**src/hdl/ndsc_pkg.sv**
```systemverilog
package ndsc_pkg;

   localparam int MAX_DIMENSION = 2048;
   localparam int CNT_W         = $clog2(MAX_DIMENSION);
   localparam int DIM_W         = CNT_W + 1;
   localparam int ACC_W         = 2 * CNT_W;

   localparam int CFG_W     = 12;
   localparam int PIX_W     = 16;
   localparam int CHAN_W    = 8;
   localparam int SUM_W     = 17;
   localparam int CSR_IDX_W = 2;

   localparam logic [CSR_IDX_W-1:0] CSR_SRC_WIDTH  = 2'd0;
   localparam logic [CSR_IDX_W-1:0] CSR_SRC_HEIGHT = 2'd1;
   localparam logic [CSR_IDX_W-1:0] CSR_DST_WIDTH  = 2'd2;
   localparam logic [CSR_IDX_W-1:0] CSR_DST_HEIGHT = 2'd3;

   localparam logic [CFG_W-1:0] RST_SRC_WIDTH  = 12'd640;
   localparam logic [CFG_W-1:0] RST_SRC_HEIGHT = 12'd480;
   localparam logic [CFG_W-1:0] RST_DST_WIDTH  = 12'd110;
   localparam logic [CFG_W-1:0] RST_DST_HEIGHT = 12'd110;

   localparam int QUEUE_DEPTH = 4;
   localparam int QPTR_W      = $clog2(QUEUE_DEPTH);
   localparam int QCNT_W      = QPTR_W + 1;

   // BT.601 coefficients in Q8
   localparam int COEF_Y_R    = 77;
   localparam int COEF_Y_G    = 150;
   localparam int COEF_Y_B    = 29;
   localparam int COEF_HALF   = 128;
   localparam int COEF_CB_R   = 43;
   localparam int COEF_CB_G   = 85;
   localparam int COEF_CR_G   = 107;
   localparam int COEF_CR_B   = 21;
   localparam int CHROMA_BIAS = 32768;

   typedef struct packed {
      logic [DIM_W-1:0] src_width;
      logic [DIM_W-1:0] src_height;
      logic [DIM_W-1:0] dst_width;
      logic [DIM_W-1:0] dst_height;
   } sizes_type;

   typedef struct packed {
      logic [PIX_W-1:0] pixel_rgb;
      logic             end_of_line;
      logic             end_of_frame;
   } item_type;

   // zero reads as one, anything above the maximum saturates
   function automatic logic [DIM_W-1:0] clamp_size(input logic [CFG_W-1:0] v);
      logic [DIM_W-1:0] r;
      if (v == '0) begin
         r = DIM_W'(1);
      end else if (32'(v) > 32'(MAX_DIMENSION)) begin
         r = DIM_W'(MAX_DIMENSION);
      end else begin
         r = DIM_W'(v);
      end
      return r;
   endfunction

   function automatic logic [CHAN_W-1:0] widen5(input logic [4:0] v);
      return {v, v[4:2]};
   endfunction

   function automatic logic [CHAN_W-1:0] widen6(input logic [5:0] v);
      return {v, v[5:4]};
   endfunction

endpackage

```
**src/hdl/ndsc_front.sv**
```systemverilog
module ndsc_front (
   input  logic                            clock,
   input  logic                            reset,
   input  ndsc_pkg::sizes_type             sizes,
   input  logic                            accept,
   input  logic [ndsc_pkg::PIX_W-1:0]      pixel_rgb,
   input  logic                            frame_start,
   output logic                            push,
   output ndsc_pkg::item_type              item
);
   import ndsc_pkg::*;

   logic [CNT_W-1:0] src_col_ff, src_col_in, src_row_ff, src_row_in;
   logic [CNT_W-1:0] out_col_ff, out_col_in, out_row_ff, out_row_in;
   logic [ACC_W-1:0] col_tgt_ff, col_tgt_in, col_src_ff, col_src_in;
   logic [ACC_W-1:0] row_tgt_ff, row_tgt_in, row_src_ff, row_src_in;

   logic [CNT_W-1:0] src_col, src_row, out_col, out_row;
   logic [ACC_W-1:0] col_tgt, col_src, row_tgt, row_src;
   logic [ACC_W:0]   col_lim, row_lim;
   logic             col_hit, row_hit, eol, eof, line_end, frame_end, row_more;

   // frame start clears the state before this pixel is judged
   assign src_col = frame_start ? '0 : src_col_ff;
   assign src_row = frame_start ? '0 : src_row_ff;
   assign out_col = frame_start ? '0 : out_col_ff;
   assign out_row = frame_start ? '0 : out_row_ff;
   assign col_tgt = frame_start ? '0 : col_tgt_ff;
   assign col_src = frame_start ? '0 : col_src_ff;
   assign row_tgt = frame_start ? '0 : row_tgt_ff;
   assign row_src = frame_start ? '0 : row_src_ff;

   assign col_lim = {1'b0, col_src} + (ACC_W+1)'(sizes.dst_width);
   assign row_lim = {1'b0, row_src} + (ACC_W+1)'(sizes.dst_height);
   assign col_hit = (col_src <= col_tgt) && ({1'b0, col_tgt} < col_lim);
   assign row_hit = (row_src <= row_tgt) && ({1'b0, row_tgt} < row_lim);

   assign eol       = DIM_W'(out_col) >= (sizes.dst_width - DIM_W'(1));
   assign eof       = eol && (DIM_W'(out_row) >= (sizes.dst_height - DIM_W'(1)));
   assign line_end  = DIM_W'(src_col) >= (sizes.src_width - DIM_W'(1));
   assign frame_end = DIM_W'(src_row) >= (sizes.src_height - DIM_W'(1));
   assign row_more  = DIM_W'(out_row) < (sizes.dst_height - DIM_W'(1));

   always_comb begin
      src_col_in = src_col;
      src_row_in = src_row;
      out_col_in = out_col;
      out_row_in = out_row;
      col_tgt_in = col_tgt;
      col_src_in = col_src;
      row_tgt_in = row_tgt;
      row_src_in = row_src;
      if (row_hit && col_hit && !eol) begin
         out_col_in = out_col + CNT_W'(1);
         col_tgt_in = col_tgt + ACC_W'(sizes.src_width);
      end
      if (line_end) begin
         src_col_in = '0;
         col_src_in = '0;
         out_col_in = '0;
         col_tgt_in = '0;
         if (frame_end) begin
            src_row_in = '0;
            out_row_in = '0;
            row_tgt_in = '0;
            row_src_in = '0;
         end else begin
            if (row_hit && row_more) begin
               out_row_in = out_row + CNT_W'(1);
               row_tgt_in = row_tgt + ACC_W'(sizes.src_height);
            end
            src_row_in = src_row + CNT_W'(1);
            row_src_in = row_src + ACC_W'(sizes.dst_height);
         end
      end else begin
         src_col_in = src_col + CNT_W'(1);
         col_src_in = col_src + ACC_W'(sizes.dst_width);
      end
   end

   always_ff @(posedge clock) begin
      if (reset) begin
         src_col_ff <= '0;
         src_row_ff <= '0;
         out_col_ff <= '0;
         out_row_ff <= '0;
         col_tgt_ff <= '0;
         col_src_ff <= '0;
         row_tgt_ff <= '0;
         row_src_ff <= '0;
      end else if (accept) begin
         src_col_ff <= src_col_in;
         src_row_ff <= src_row_in;
         out_col_ff <= out_col_in;
         out_row_ff <= out_row_in;
         col_tgt_ff <= col_tgt_in;
         col_src_ff <= col_src_in;
         row_tgt_ff <= row_tgt_in;
         row_src_ff <= row_src_in;
      end
   end

   assign push              = accept && row_hit && col_hit;
   assign item.pixel_rgb    = pixel_rgb;
   assign item.end_of_line  = eol;
   assign item.end_of_frame = eof;

endmodule

```
**src/hdl/ndsc_queue.sv**
```systemverilog
module ndsc_queue (
   input  logic               clock,
   input  logic               reset,
   input  logic               push,
   input  ndsc_pkg::item_type push_item,
   output logic               ready,
   input  logic               pop,
   output ndsc_pkg::item_type head_item,
   output logic               head_valid
);
   import ndsc_pkg::*;

   item_type          mem_ff [QUEUE_DEPTH];
   logic [QPTR_W-1:0] wr_ptr_ff, wr_ptr_in, rd_ptr_ff, rd_ptr_in;
   logic [QCNT_W-1:0] count_ff, count_in;

   assign ready      = count_ff != QCNT_W'(QUEUE_DEPTH);
   assign head_valid = count_ff != '0;
   assign head_item  = mem_ff[rd_ptr_ff];

   always_comb begin
      wr_ptr_in = push ? wr_ptr_ff + QPTR_W'(1) : wr_ptr_ff;
      rd_ptr_in = pop ? rd_ptr_ff + QPTR_W'(1) : rd_ptr_ff;
      count_in  = count_ff;
      if (push && !pop) begin
         count_in = count_ff + QCNT_W'(1);
      end else if (pop && !push) begin
         count_in = count_ff - QCNT_W'(1);
      end
   end

   always_ff @(posedge clock) begin
      if (reset) begin
         wr_ptr_ff <= '0;
         rd_ptr_ff <= '0;
         count_ff  <= '0;
      end else begin
         wr_ptr_ff <= wr_ptr_in;
         rd_ptr_ff <= rd_ptr_in;
         count_ff  <= count_in;
      end
   end

   always_ff @(posedge clock) begin
      if (push) begin
         mem_ff[wr_ptr_ff] <= push_item;
      end
   end

endmodule

```
**src/hdl/ndsc_back.sv**
```systemverilog
module ndsc_back (
   input  logic                           clock,
   input  logic                           reset,
   input  ndsc_pkg::item_type             head_item,
   input  logic                           head_valid,
   output logic                           pop,
   output logic                           rsp_tvalid,
   input  logic                           rsp_tready,
   output logic [3*ndsc_pkg::CHAN_W-1:0]  rsp_tdata,
   output logic                           rsp_tlast,
   output logic                           rsp_tuser
);
   import ndsc_pkg::*;

   logic                  valid_ff, valid_in;
   logic [3*CHAN_W-1:0]   data_ff;
   logic                  eol_ff, eof_ff;
   logic [CHAN_W-1:0]     r8, g8, b8;
   logic [SUM_W-1:0]      y_sum, cb_sum, cr_sum;
   logic                  out_free;

   assign r8 = widen5(head_item.pixel_rgb[15:11]);
   assign g8 = widen6(head_item.pixel_rgb[10:5]);
   assign b8 = widen5(head_item.pixel_rgb[4:0]);

   // chroma sums stay non-negative, so wrapping intermediates are harmless
   assign y_sum  = SUM_W'(COEF_Y_R) * SUM_W'(r8) + SUM_W'(COEF_Y_G) * SUM_W'(g8)
                 + SUM_W'(COEF_Y_B) * SUM_W'(b8);
   assign cb_sum = SUM_W'(COEF_HALF) * SUM_W'(b8) + SUM_W'(CHROMA_BIAS)
                 - SUM_W'(COEF_CB_R) * SUM_W'(r8) - SUM_W'(COEF_CB_G) * SUM_W'(g8);
   assign cr_sum = SUM_W'(COEF_HALF) * SUM_W'(r8) + SUM_W'(CHROMA_BIAS)
                 - SUM_W'(COEF_CR_G) * SUM_W'(g8) - SUM_W'(COEF_CR_B) * SUM_W'(b8);

   assign out_free = !valid_ff || rsp_tready;
   assign pop      = head_valid && out_free;

   always_comb begin
      valid_in = valid_ff;
      if (pop) begin
         valid_in = 1'b1;
      end else if (rsp_tready) begin
         valid_in = 1'b0;
      end
   end

   always_ff @(posedge clock) begin
      if (reset) begin
         valid_ff <= 1'b0;
      end else begin
         valid_ff <= valid_in;
      end
   end

   always_ff @(posedge clock) begin
      if (pop) begin
         data_ff <= {cr_sum[15:8], cb_sum[15:8], y_sum[15:8]};
         eol_ff  <= head_item.end_of_line;
         eof_ff  <= head_item.end_of_frame;
      end
   end

   assign rsp_tvalid = valid_ff;
   assign rsp_tdata  = data_ff;
   assign rsp_tlast  = eof_ff;
   assign rsp_tuser  = eol_ff;

endmodule

```
**src/hdl/nearest_downscale_rgb565_to_ycbcr.sv**
```systemverilog
// Channel   Direction  Payload (low bit first)                        Marks
// req_*     in         tdata: pixel_rgb[15:0]; tuser: frame_start    tvalid/tready
// rsp_*     out        tdata: luma, chroma_blue, chroma_red          tlast: end_of_frame,
//                                                                   tuser: end_of_line
// csr_*     in         wdata: size register, index 0..3              wr_en, no wait
//
// Takes one pixel per clock while the queue is not full. The front selects pixels
// with one accumulator window compare per axis; while its output register is free,
// the back converts one pixel per clock in one multiply stage. An accepted pixel is
// written into the queue, then converted from its head into the rsp output register.
// Reset clears counters, queue and output register and loads default sizes.
// With rsp_tready low the output register holds one result and the four-entry
// queue fills behind it, then req_tready drops.
module nearest_downscale_rgb565_to_ycbcr (
   input  logic                              clock,
   input  logic                              reset,
   // pixel_rgb[15:0]
   input  logic [ndsc_pkg::PIX_W-1:0]        req_tdata,
   // frame_start
   input  logic                              req_tuser,
   input  logic                              req_tvalid,
   output logic                              req_tready,
   // luma[7:0], chroma_blue[15:8], chroma_red[23:16]
   output logic [3*ndsc_pkg::CHAN_W-1:0]     rsp_tdata,
   // end_of_line
   output logic                              rsp_tuser,
   output logic                              rsp_tlast,
   output logic                              rsp_tvalid,
   input  logic                              rsp_tready,
   input  logic                              csr_wr_en,
   input  logic [ndsc_pkg::CSR_IDX_W-1:0]    csr_index,
   input  logic [ndsc_pkg::CFG_W-1:0]        csr_wdata
);
   import ndsc_pkg::*;

   // Sizes are held already clamped to 1..MAX_DIMENSION.
   logic [DIM_W-1:0] src_width_ff, src_height_ff, dst_width_ff, dst_height_ff;
   sizes_type        sizes;
   logic             accept, push, pop, q_ready, head_valid;
   item_type         push_item, head_item;

   always_ff @(posedge clock) begin
      if (reset) begin
         src_width_ff  <= clamp_size(RST_SRC_WIDTH);
         src_height_ff <= clamp_size(RST_SRC_HEIGHT);
         dst_width_ff  <= clamp_size(RST_DST_WIDTH);
         dst_height_ff <= clamp_size(RST_DST_HEIGHT);
      end else if (csr_wr_en) begin
         unique case (csr_index)
            CSR_SRC_WIDTH:  src_width_ff  <= clamp_size(csr_wdata);
            CSR_SRC_HEIGHT: src_height_ff <= clamp_size(csr_wdata);
            CSR_DST_WIDTH:  dst_width_ff  <= clamp_size(csr_wdata);
            CSR_DST_HEIGHT: dst_height_ff <= clamp_size(csr_wdata);
         endcase
      end
   end

   // Downscale only: clamp the output size to the source size.
   assign sizes.src_width  = src_width_ff;
   assign sizes.src_height = src_height_ff;
   assign sizes.dst_width  = (dst_width_ff > src_width_ff) ? src_width_ff : dst_width_ff;
   assign sizes.dst_height = (dst_height_ff > src_height_ff) ? src_height_ff : dst_height_ff;

   // Hold off the source only when the queue is full.
   assign req_tready = q_ready;
   assign accept     = req_tvalid && q_ready;

   ndsc_front u_front (
      .clock       (clock),
      .reset       (reset),
      .sizes       (sizes),
      .accept      (accept),
      .pixel_rgb   (req_tdata),
      .frame_start (req_tuser),
      .push        (push),
      .item        (push_item)
   );

   ndsc_queue u_queue (
      .clock      (clock),
      .reset      (reset),
      .push       (push),
      .push_item  (push_item),
      .ready      (q_ready),
      .pop        (pop),
      .head_item  (head_item),
      .head_valid (head_valid)
   );

   ndsc_back u_back (
      .clock      (clock),
      .reset      (reset),
      .head_item  (head_item),
      .head_valid (head_valid),
      .pop        (pop),
      .rsp_tvalid (rsp_tvalid),
      .rsp_tready (rsp_tready),
      .rsp_tdata  (rsp_tdata),
      .rsp_tlast  (rsp_tlast),
      .rsp_tuser  (rsp_tuser)
   );

endmodule

```
**config.mk**
```make
export PLATFORM = sky130hd
export DESIGN_NAME = nearest_downscale_rgb565_to_ycbcr
export DESIGN_NICKNAME = d
export VERILOG_FILES = /design/src/hdl/ndsc_pkg.sv /design/src/hdl/ndsc_front.sv /design/src/hdl/ndsc_queue.sv /design/src/hdl/ndsc_back.sv /design/src/hdl/nearest_downscale_rgb565_to_ycbcr.sv
export SDC_FILE = /design/constraint.sdc
export NUM_CORES = 1
export LEC_CHECK = 0
export BUFFER_PORTS_ARGS = -buffer_cell sky130_fd_sc_hd__clkbuf_2
export CORE_AREA = 2 2 318 289
export DETAILED_ROUTE_END_ITERATION = 8
export DIE_AREA = 0 0 320 291
export PLACE_DENSITY_LB_ADDON = 0.15
export SYNTH_ARGS = -nofsm -noshare
export SYNTH_HDL_FRONTEND = slang
export SYNTH_HIERARCHICAL = 1
export SYNTH_SLANG_ARGS = --single-unit
```
**constraint.sdc**
```tcl
create_clock -name clock -period 8.52 [get_ports clock]
set_input_delay 0.426 -clock clock [delete_from_list [all_inputs] [get_ports clock]]
set_output_delay 0.426 -clock clock [all_outputs]
set_load 0.005 [all_outputs]
```
==> parameters.txt, run 1 <==
Parameter                              Value

Clock tree
  CTS tree ... built
  Clock transition at the registers of the reported paths ... approximately 0.060 ns
  Number of sinks handled by clock tree synthesis ... 288
  Skew-Pair Late Insertion Delay ... around 0.58 ns
  CTS Buffer Depth ... 3
  Number of buffers created by CTS ... 39
  Hold_buf cts ... 0
  Setup fix buffers added after clock tree synthesis ... 0
  PostCTS Resize Cnt ... 0
  Maximum level of the CTS H-tree ... 2
  CTS Root Buffer Type ... clkbuf_16

Yosys
  Synthesized Nets ... 3,505
  FFs w/ async S/R, synth ... 0%
  Cell types occupying the most area after synthesis ... ha_1 17%, dfxtp_1 14%, edfxtp_1 11%
  Number of enable flip-flop cells after synthesis ... 98
  Post-synthesis cell type with the largest combined area ... ha_1
  Count of different cell masters after synthesis ... approximately 110
  Synth Instances ... about 3,000
  Sequential-to-total area share from yosys stat ... between 20% and 30%
  Count of synthesis-stage warnings from yosys ... 6
  Average instance area after synthesis ... about 9.1 sq um
  Share of the synthesized area in the top cell type ... approximately 17%
  Post-Synthesis Cell Area ... about 27,000 sq um
  Dominant synthesized flop cell ... dfxtp_1
  Seq cells post-synth ... about 290

Hold path
  Worst hold path endpoint ... u_queue/mem_ff[2][13]
  Hold Crit Class ... input port to flop
  Launch instance of the worst min-delay path ... req_tdata[11]
  Number of instances on the worst hold path ... 1

Detailed routing
  Remaining routing DRC violations ... 0
  Vias/cell ... slightly above 5
  Average wire per cell in the routed design ... 18.7 um
  Total length of routed wires ... 78.3 mm
  Via count of the routed design ... around 21,000
  Post-route ant nets ... 0
  Number of search-and-repair iterations in the first detailed-routing pass ... 5
  Detailed router's first-iteration violation count ... about 1,200

Floorplanning
  Core area ... roughly 90,000 sq um
  Initial core utilization ... between 20% and 30%
  Die X-Extent ... ~320 um
  Count of pins on the block boundary ... between 60 and 70
  Row count ... approximately 110
  Die area ... roughly 93,000 sq um
  Height of the die ... approximately 290 um

Timing
  Ratio of final minimum period to clock period ... about nine tenths
  Final setup violation count ... 0
  Final sum of negative setup slack ... 0 ns
  Fin. Hold Viols ... 0
  Max Transition Viols Final ... 0
  Fin crit period ... 7.74 ns
  Final clock skew ... 0.0323 ns
  Worst-margin pin slew ... about 1.3 ns
  Final Hold Slack ... 0.0849 ns
  Highest Clock Rate ... between 100 and 150 MHz
  Remaining max-slew budget at the tightest pin ... between 10% and 20%
  Unrepaired setup endpoints after global routing ... no

Finish
  Register area ... a little under 7000 sq um
  Antenna Cells ... 0
  Fill cell total of the finished layout ... between 9,000 and 10,000
  Most common cell after layout, fill and taps aside ... ha_1
  Fraction of layout cells with a size suffix above 1 ... between 7 and 8%
  Net count reported at finish ... about 3,500
  Area growth syn-to-layout ... 10.3%
  Top library cells by usage in the layout, fill and taps aside ... 374 x ha_1, 357 x inv_1, 256 x nor2_1, 203 x nand2_1, 190 x dfxtp_1
  Combined area of the multi-input logic cells ... approximately 18,000 sq um

Critical path
  Cell depth of the worst flop-to-flop path ... 31
  Cell repeated most along the worst path ... ha_1
  Delay of the slowest cell on the worst path ... between 0.5 and 0.6 ns
  Critical Path Fanout Max ... 12
  Critical Path RT ... around 9 ns
  Reg2reg start ... src_width_ff[1]
  Worst r2r dst ... u_queue/count_ff[2]
  Arrival time worst endpoint ... ~8 ns
  Critical Path Slowest Stage Cell ... dfxtp_1
  Setup crit end kind ... flop
  Minimum setup slack among reg-to-reg paths ... approximately 0.8 ns
  Critical path type ... flop to flop
  Kind of launch point of the worst setup path ... flop

Placed design
  Count of input and output buffers ... 63
  Estimated wirelength of the detail-placed design ... 59.8 mm
  Placer's final routability congestion estimate ... around 0.87

GRT
  Wire length of the first global-routing pass ... around 120 mm
  Grt total ovfl ... 0
  Pin count of the biggest net entering global routing ... 73
  Via count of the first global-routing pass ... between 20,000 and 25,000
  Antenna violations before repair ... 0
  GRT Util Overall ... about 17%

Outcome
  Status ... completed

Run
  # Max-Cap Violations ... 0
## logic make-up (layout without fill, tap and decap cells)
| family | Yosys count | in the layout | share of synthesized area (%) |
|---|---|---|---|
| simple gates | 874 | 874 | 16.1 |
| compound gates | 569 | 569 | 14.0 |
| fa+ha+maj | 520 | 520 | 28.4 |
| xor+xnor | 159 | 159 | 5.20 |
| mux | 66 | 66 | 3.69 |
| buf+inv | 474 | 526 | 7.37 |
| flops | 288 | 288 | 25.2 |
## cell usage after synthesis, drive strengths merged (34+ instances only)
master / instances
ha: 374
inv: 357
nor2: 258
nand2: 205
dfxtp: 190
a21oi: 163
fa: 145
o21ai: 126
xnor2: 102
edfxtp: 98
nor2b: 84
nand3: 62
clkbuf: 58
buf: 57
xor2: 57
nor3: 51
nand4: 36
nand2b: 34
## worst max-delay path: cells and delay by family, from the launching register on
kind	cells	cell delay, ns
AOI/OAI and AO/OA	11	2.37
and+or+nand+nor	8	1.98
adders and majority gates	5	1.32
DFF	1	0.59
muxes	1	0.51
xor gates and xnor gates	3	0.47
buffers and inverters	3	0.40
## routing by layer
| layer | global-route usage [%] | vias up | share of wire, % |
|---|---|---|---|
| met1 | 23.0 | 10200 | 48 |
| met2 | 27.6 | 470 | 46 |
| met4 | 4.16 | 0 | 2.2 |
| met3 | 2.02 | 92 | 4.2 |
| li1 | - | 10300 | - |
| met5 | 0 | - | 0 |
## worst max path at each step
stage,startpoint,to
after CTS,src_height_ff[1],u_queue/count_ff[2]
after global routing,src_width_ff[1],u_queue/count_ff[2]
after detailed placement,src_height_ff[1],u_queue/count_ff[2]
final,src_width_ff[1],u_queue/count_ff[2]
after floorplan,flop,u_back/rsp_tdata[6]
after global placement,flop,u_back/rsp_tdata[7]
## flip-flops by register name, summed over array words and instances, names as in the netlist, 22 cells and up, named ones only
name,flops
u_queue/mem_ff,72
u_back/rsp_tdata,24
u_front/col_src_ff,22
u_front/col_tgt_ff,22
u_front/row_src_ff,22
u_front/row_tgt_ff,22
## per-stage QoR
stage	cell area [sq um]	std cells	utilization (%)	worst slack (ns)
after floorplan	26800	2950	-	1.39
after CTS	29500	4179	32.8	0.850
final	29500	4179	32.8	0.782
after global placement	28200	4107	31.3	1.09
after global routing	29500	4179	32.8	0.362
after detailed placement	28200	4107	31.3	0.888
## cell type report
cell class                 instances  share of cell area [%]
multi-input combinational       2188                    61.2
inverter                         359                    4.57
clock inverter                    21                   0.886
timing repair buffer              95                    1.90
clock buffer                      51                    3.63
tap                             1177                    4.99
sequential                       288                    22.9
Power of run 1 is left out: the tool's default activity adds up to more than one toggle a clock period on the data nets, which glitch-free logic cannot reach.
==> run 2: changes to the inputs <==
- RECOVER_POWER: default -> 100
==> run 2 against run 1 <==
Clock skew is 0.0031 ns higher. Flip-flop and latch count stayed put. The run now ends with capacitance limit, slew limit left. Largest cell class unchanged. Critical path type unchanged. Hold slack better by 0.036 ns.
==> parameters.txt, run 2 (synthesis results as in run 1) <==
Parameter                              Value

Finish
  Combined area of the multi-input logic cells ... 18,000 sq um (was 18,100 sq um)
  Fill cell total of the finished layout ... 9,407 (was 9,377)
  Fraction of layout cells with a size suffix above 1 ... 6.10% (was 7.79%)
  Area growth syn-to-layout ... 9.82% (was 10.3%)
  Net count reported at finish ... 3,526 (unchanged)
  Max reg flops ... 72 (unchanged)
  Finished Layout Cells ... 4,179 (unchanged)
  Top library cells by usage in the layout, fill and taps aside ... 374 x ha_1, 358 x inv_1, 256 x nor2_1, 203 x nand2_1, 190 x dfxtp_1 (was 374 x ha_1, 357 x inv_1, 256 x nor2_1, 203 x nand2_1, 190 x dfxtp_1)
  Antenna Cells ... 0 (unchanged)
  Most common cell after layout, fill and taps aside ... ha_1 (unchanged)
  Register area ... 6750 sq um (unchanged)
  Biggest register ... u_queue/mem_ff (unchanged)

Detailed routing
  Remaining routing DRC violations ... 0 (unchanged)
  Total length of routed wires ... 78.4 mm (was 78.3 mm)
  Number of search-and-repair iterations in the first detailed-routing pass ... 5 (unchanged)
  Post-route ant nets ... 0 (unchanged)
  Vias/cell ... 5.05 (about the same)
  Via count of the routed design ... 21,100 (about the same)
  Average wire per cell in the routed design ... 18.8 um (was 18.7 um)
  Detailed router's first-iteration violation count ... 1,137 (was 1,208)

Critical path
  Critical Path Slowest Stage Cell ... dfxtp_1 (unchanged)
  Critical path type ... flop to flop (unchanged)
  Delay of the slowest cell on the worst path ... 0.57 ns (was 0.59 ns)
  Kind of launch point of the worst setup path ... flop (unchanged)
  Setup crit end kind ... flop (unchanged)
  Arrival time worst endpoint ... 8.36 ns (was 8.23 ns)
  Cell repeated most along the worst path ... ha_1 (unchanged)
  Critical Path RT ... 8.99 ns (was 9.01 ns)
  Critical Path Fanout Max ... 10 (was 12)

Clock tree
  CTS Buffer Depth ... 3 (unchanged)
  Number of buffers created by CTS ... 39 (unchanged)
  CTS tree ... built (unchanged)
  Maximum level of the CTS H-tree ... 2 (unchanged)
  Setup fix buffers added after clock tree synthesis ... 0 (unchanged)
  Skew-Pair Late Insertion Delay ... 0.59 ns (was 0.58 ns)
  Clock transition at the registers of the reported paths ... 0.06 ns (about the same)
  Number of sinks handled by clock tree synthesis ... 288 (unchanged)
  PostCTS Resize Cnt ... 0 (unchanged)
  Hold_buf cts ... 0 (unchanged)
  CTS Root Buffer Type ... clkbuf_16 (unchanged)

Timing
  Final clock skew ... 0.0354 ns (was 0.0323 ns)
  Final setup violation count ... 0 (unchanged)
  Remaining max-slew budget at the tightest pin ... -126% (was 16.4%)
  Unrepaired setup endpoints after global routing ... no (unchanged)
  Max Transition Viols Final ... 163 (was 0)
  Ratio of final minimum period to clock period ... 92.6% (was 90.8%)
  Final sum of negative setup slack ... 0 ns (unchanged)
  Worst-margin pin slew ... 3.39 ns (was 1.25 ns)
  Fin. Hold Viols ... 0 (unchanged)
  Highest Clock Rate ... 127 MHz (was 129 MHz)
  Fin crit period ... 7.89 ns (was 7.74 ns)

GRT
  Antenna violations before repair ... 0 (unchanged)
  GRT Util Overall ... 16.7% (unchanged)
  Via count of the first global-routing pass ... 21,400 (unchanged)
  Grt total ovfl ... 0 (unchanged)
  Wire length of the first global-routing pass ... 122 mm (unchanged)
  Pin count of the biggest net entering global routing ... 73 (unchanged)

Floorplanning
  Height of the die ... 291 um (unchanged)
  Row count ... 105 (unchanged)
  Core area ... 90,100 sq um (unchanged)
  Initial core utilization ... 29.7% (unchanged)
  Die X-Extent ... 320 um (unchanged)
  Count of pins on the block boundary ... 64 (unchanged)
  Die area ... 93,100 sq um (unchanged)

Placed design
  Count of input and output buffers ... 63 (unchanged)
  Estimated wirelength of the detail-placed design ... 59.8 mm (unchanged)
  Cells after DPL ... 4,107 (unchanged)
  Placer's final routability congestion estimate ... 0.867 (unchanged)

Hold path
  Hold Crit Class ... input port to flop (unchanged)

Run
  # Max-Cap Violations ... 4 (was 0)

Outcome
  Status ... finished with violations (was completed)
  Violated checks ... capacitance limit, slew limit
==> run 2: cell count changes in the layout (fill, tap and decap cells not counted), sizes merged <==
cell    before  now
buf         34   19
clkbuf     112  127
==> run 2: cell type report <==
cell class              count  share of cell area (%)
repair buffers             95                    1.59
well taps                1177                    5.01
clock inverters            21                   0.890
inverters                 359                    4.59
flip-flops and latches    288                    23.0
multi-input cells        2188                    61.3
clock buffers              51                    3.65
==> run 2: path summary, 6_finish.rpt <==
check                               from  cells past startpoint  slack (ns)                     end
setup / recovery        src_height_ff[1]                     31        0.63     u_queue/count_ff[2]
hold / removal              req_tdata[1]                      1        0.12    u_queue/mem_ff[2][3]
setup reg to reg        src_height_ff[1]                     31        0.63     u_queue/count_ff[2]
hold reg to reg   u_front/col_src_ff[11]                      2        0.45  u_front/col_src_ff[11]
==> run 2: critical path, delay by kind of cell, from the launching register on <==
family | cells | cell delay [ns]
compound gates | 12 | 2.79
xor+xnor | 3 | 0.52
fa+ha+maj | 5 | 1.40
buf+inv | 2 | 0.15
flops | 1 | 0.57
mux | 1 | 0.41
simple gates | 8 | 1.94
==> run 2: through the flow <==
step           area (sq um)  util (%)  setup slack (ns)  hold slack (ns)
5_1_grt               29400      32.6             0.200            0.121
2_1_floorplan         26800         -              1.39            0.417
3_5_place_dp          28200      31.3             0.888            0.442
4_1_cts               29500      32.8             0.850           0.0419
3_3_place_gp          28200      31.3              1.09            0.429
6_report              29400      32.6             0.629            0.121
==> run 2: routing by layer <==
| layer | GRT usage [%] | vias to the layer above | routed length, um |
|---|---|---|---|
| li1 | - | 10300 | - |
| met1 | 23.0 | 10200 | 37600 |
| met2 | 27.6 | 451 | 35600 |
| met3 | 2.02 | 92 | 3220 |
| met4 | 4.16 | 0 | 1940 |
| met5 | 0 | - | 0 |
Power of run 2 is left out for the same reason.
==> run 3: changes to the inputs <==
- BUFFER_PORTS_ARGS: -buffer_cell sky130_fd_sc_hd__clkbuf_2 -> default
- DONT_BUFFER_PORTS: default -> 1
- clock period: 8.52 -> 8.5 ns (I/O delays scaled with it)
==> run 3 against run 2 <==
Non-clock buffer count decreased by 45. Register-to-register slack improved by 0.05 ns. Core utilization is essentially flat. Count of clock-buffer cells in the layout increased by 3. Critical path type unchanged. Setup slack gained 0.046 ns. Critical path depth stayed put. Sequential share of layout area about the same. The run still ends with capacitance limit, slew limit left. Final cell count is 1.0% lower. Cell area about the same.
==> parameters.txt, run 3 (synthesis results as in run 1) <==
Parameter                              Value

Timing
  Setup ws final ... 0.675 ns (was 0.629 ns)
  Final setup violation count ... 0 (unchanged)
  Max Transition Viols Final ... 59 (was 163)
  Fin. Hold Viols ... 0 (unchanged)
  Worst-margin pin slew ... 2.14 ns (was 3.39 ns)
  Unrepaired setup endpoints after global routing ... no (unchanged)
  Fin crit period ... 7.82 ns (was 7.89 ns)
  Final Hold Slack ... 0.0626 ns (was 0.121 ns)
  Ratio of final minimum period to clock period ... 92.1% (was 92.6%)
  Highest Clock Rate ... 128 MHz (was 127 MHz)
  Final sum of negative setup slack ... 0 ns (unchanged)
  Remaining max-slew budget at the tightest pin ... -42.7% (was -126%)
  Final clock skew ... 0.0294 ns (was 0.0354 ns)

Hold path
  Hold Crit Class ... input port to flop (unchanged)
  Launch instance of the worst min-delay path ... csr_wdata[11] (was req_tdata[1])
  Worst hold path endpoint ... src_height_ff[0] (was u_queue/mem_ff[2][3])
  Number of instances on the worst hold path ... 3 (was 1)

Floorplanning
  Height of the die ... 291 um (unchanged)
  Die area ... 93,100 sq um (unchanged)
  Row count ... 105 (unchanged)
  Count of pins on the block boundary ... 64 (unchanged)
  Core area ... 90,100 sq um (unchanged)
  Die X-Extent ... 320 um (unchanged)
  Initial core utilization ... 29.7% (unchanged)

Critical path
  Kind of launch point of the worst setup path ... flop (unchanged)
  Reg2reg start ... src_height_ff[1] (unchanged)
  Setup crit end kind ... flop (unchanged)
  Delay of the slowest cell on the worst path ... 0.57 ns (about the same)
  Cell repeated most along the worst path ... ha_1 (unchanged)
  Critical Path Fanout Max ... 10 (unchanged)
  Critical Path Slowest Stage Cell ... dfxtp_1 (unchanged)
  Worst r2r dst ... u_queue/count_ff[2] (unchanged)
  Critical Path RT ... 9.00 ns (was 8.99 ns)
  Critical path type ... flop to flop (unchanged)
  Arrival time worst endpoint ... 8.32 ns (was 8.36 ns)
  Cell depth of the worst flop-to-flop path ... 31 (unchanged)
  Minimum setup slack among reg-to-reg paths ... 0.68 ns (was 0.63 ns)

Placed design
  Placer's final routability congestion estimate ... 0.871 (was 0.867)
  Worst setup slack after placement ... 0.661 ns (was 0.888 ns)
  Count of input and output buffers ... 0 (was 63)
  Estimated wirelength of the detail-placed design ... 59.3 mm (was 59.8 mm)

Finish
  Biggest register ... u_queue/mem_ff (unchanged)
  Combined area of the multi-input logic cells ... 18,000 sq um (about the same)
  Most common cell after layout, fill and taps aside ... ha_1 (unchanged)
  Fill cell total of the finished layout ... 9,348 (was 9,407)
  Top library cells by usage in the layout, fill and taps aside ... 374 x ha_1, 357 x inv_1, 257 x nor2_1, 203 x nand2_1, 190 x dfxtp_1 (was 374 x ha_1, 358 x inv_1, 256 x nor2_1, 203 x nand2_1, 190 x dfxtp_1)
  Fraction of layout cells with a size suffix above 1 ... 5.44% (was 6.10%)
  Area growth syn-to-layout ... 9.78% (was 9.82%)
  Net count reported at finish ... 3,482 (was 3,526)
  Max reg flops ... 72 (unchanged)
  Antenna Cells ... 0 (unchanged)
  Register area ... 6750 sq um (unchanged)

Detailed routing
  Via count of the routed design ... 20,900 (was 21,100)
  Number of search-and-repair iterations in the first detailed-routing pass ... 5 (unchanged)
  Total length of routed wires ... 78.5 mm (was 78.4 mm)
  Remaining routing DRC violations ... 0 (unchanged)
  Detailed router's first-iteration violation count ... 1,219 (was 1,137)
  Post-route ant nets ... 0 (unchanged)
  Average wire per cell in the routed design ... 19.0 um (was 18.8 um)
  Vias/cell ... 5.06 (was 5.05)

GRT
  Grt total ovfl ... 0 (unchanged)
  Wire length of the first global-routing pass ... 125 mm (was 122 mm)
  GRT Util Overall ... 17.0% (was 16.7%)
  Pin count of the biggest net entering global routing ... 128 (was 73)
  Antenna violations before repair ... 2 (was 0)
  Via count of the first global-routing pass ... 21,600 (was 21,400)

Outcome
  Status ... finished with violations (unchanged)
  Violated checks ... capacitance limit, slew limit (unchanged)

Clock tree
  CTS tree ... built (unchanged)
  Number of buffers created by CTS ... 40 (was 39)
  Skew-Pair Late Insertion Delay ... 0.60 ns (was 0.59 ns)
  Clock transition at the registers of the reported paths ... 0.06 ns (about the same)
  Setup fix buffers added after clock tree synthesis ... 0 (unchanged)
  Maximum level of the CTS H-tree ... 2 (unchanged)
  Number of sinks handled by clock tree synthesis ... 288 (unchanged)
  CTS Root Buffer Type ... clkbuf_16 (unchanged)
  CTS Buffer Depth ... 3 (unchanged)

Run
  # Max-Cap Violations ... 2 (was 4)
-- run 3: cell types whose count changed in the layout (fill, tap and decap cells not counted), sizes merged --
cell and delta:
clkbuf -61, dlygate4sd3 +18, bufinv -2, buf +1, clkinv -1, clkinvlp +1, inv +1
-- run 3: routing by layer --
| metal | part of all wire (%) | global-route usage [%] | vias to the layer above |
|---|---|---|---|
| met5 | 0 | 0 | - |
| met4 | 2.5 | 4.65 | 0 |
| met3 | 4.6 | 2.67 | 94 |
| met2 | 45 | 27.3 | 377 |
| met1 | 48 | 23.6 | 10200 |
| li1 | - | - | 10200 |
-- run 3: worst max-delay path, delay by kind of cell (launching register included) --
family | cells | cell delay [ns]
AND/OR/NAND/NOR | 8 | 1.98
adder cells (fa/ha/maj) | 5 | 1.44
AO/OA/AOI/OAI | 12 | 2.67
buffers and inverters | 2 | 0.15
flip-flops | 1 | 0.57
XOR/XNOR | 3 | 0.52
multiplexers | 1 | 0.40
-- run 3: how the worst max path moves through the flow --
stage                startpoint                      to  slack, ns
5_1_grt         src_width_ff[1]  u_front/col_tgt_ff[10]       0.08
3_3_place_gp    src_width_ff[1]     u_queue/count_ff[2]       0.87
6_report       src_height_ff[1]     u_queue/count_ff[2]       0.68
4_1_cts         src_width_ff[1]     u_queue/count_ff[2]       0.62
2_1_floorplan              flop     u_back/rsp_tdata[6]       1.37
3_5_place_dp    src_width_ff[1]     u_queue/count_ff[2]       0.66
-- run 3: final cells by class --
class / instances / area share, %
multi-input cells: 2188 / 61.4
flip-flops and latches: 288 / 23.0
well taps: 1177 / 5.01
inverters: 359 / 4.59
clock buffers: 54 / 3.86
repair buffers: 50 / 1.37
clock inverters: 20 / 0.839
-- run 3: what timing repair did --
item / in CTS / in global routing
endpoints found under the hold margin: 181 / 0
gates resized for setup: 0 / 1
hold buffers: 19 / 0
setup endpoints to repair: 0 / 1
-- run 3: per-stage QoR --
stage | cell area, sq um | cells | utilization [%]
final | 29400 | 4136 | 32.6
after global routing | 29400 | 4136 | 32.6
after CTS | 29400 | 4136 | 32.7
after detailed placement | 27900 | 4043 | 30.9
after global placement | 27900 | 4043 | 30.9
after floorplan | 26800 | 2950 | -
Power of run 3 is left out for the same reason.
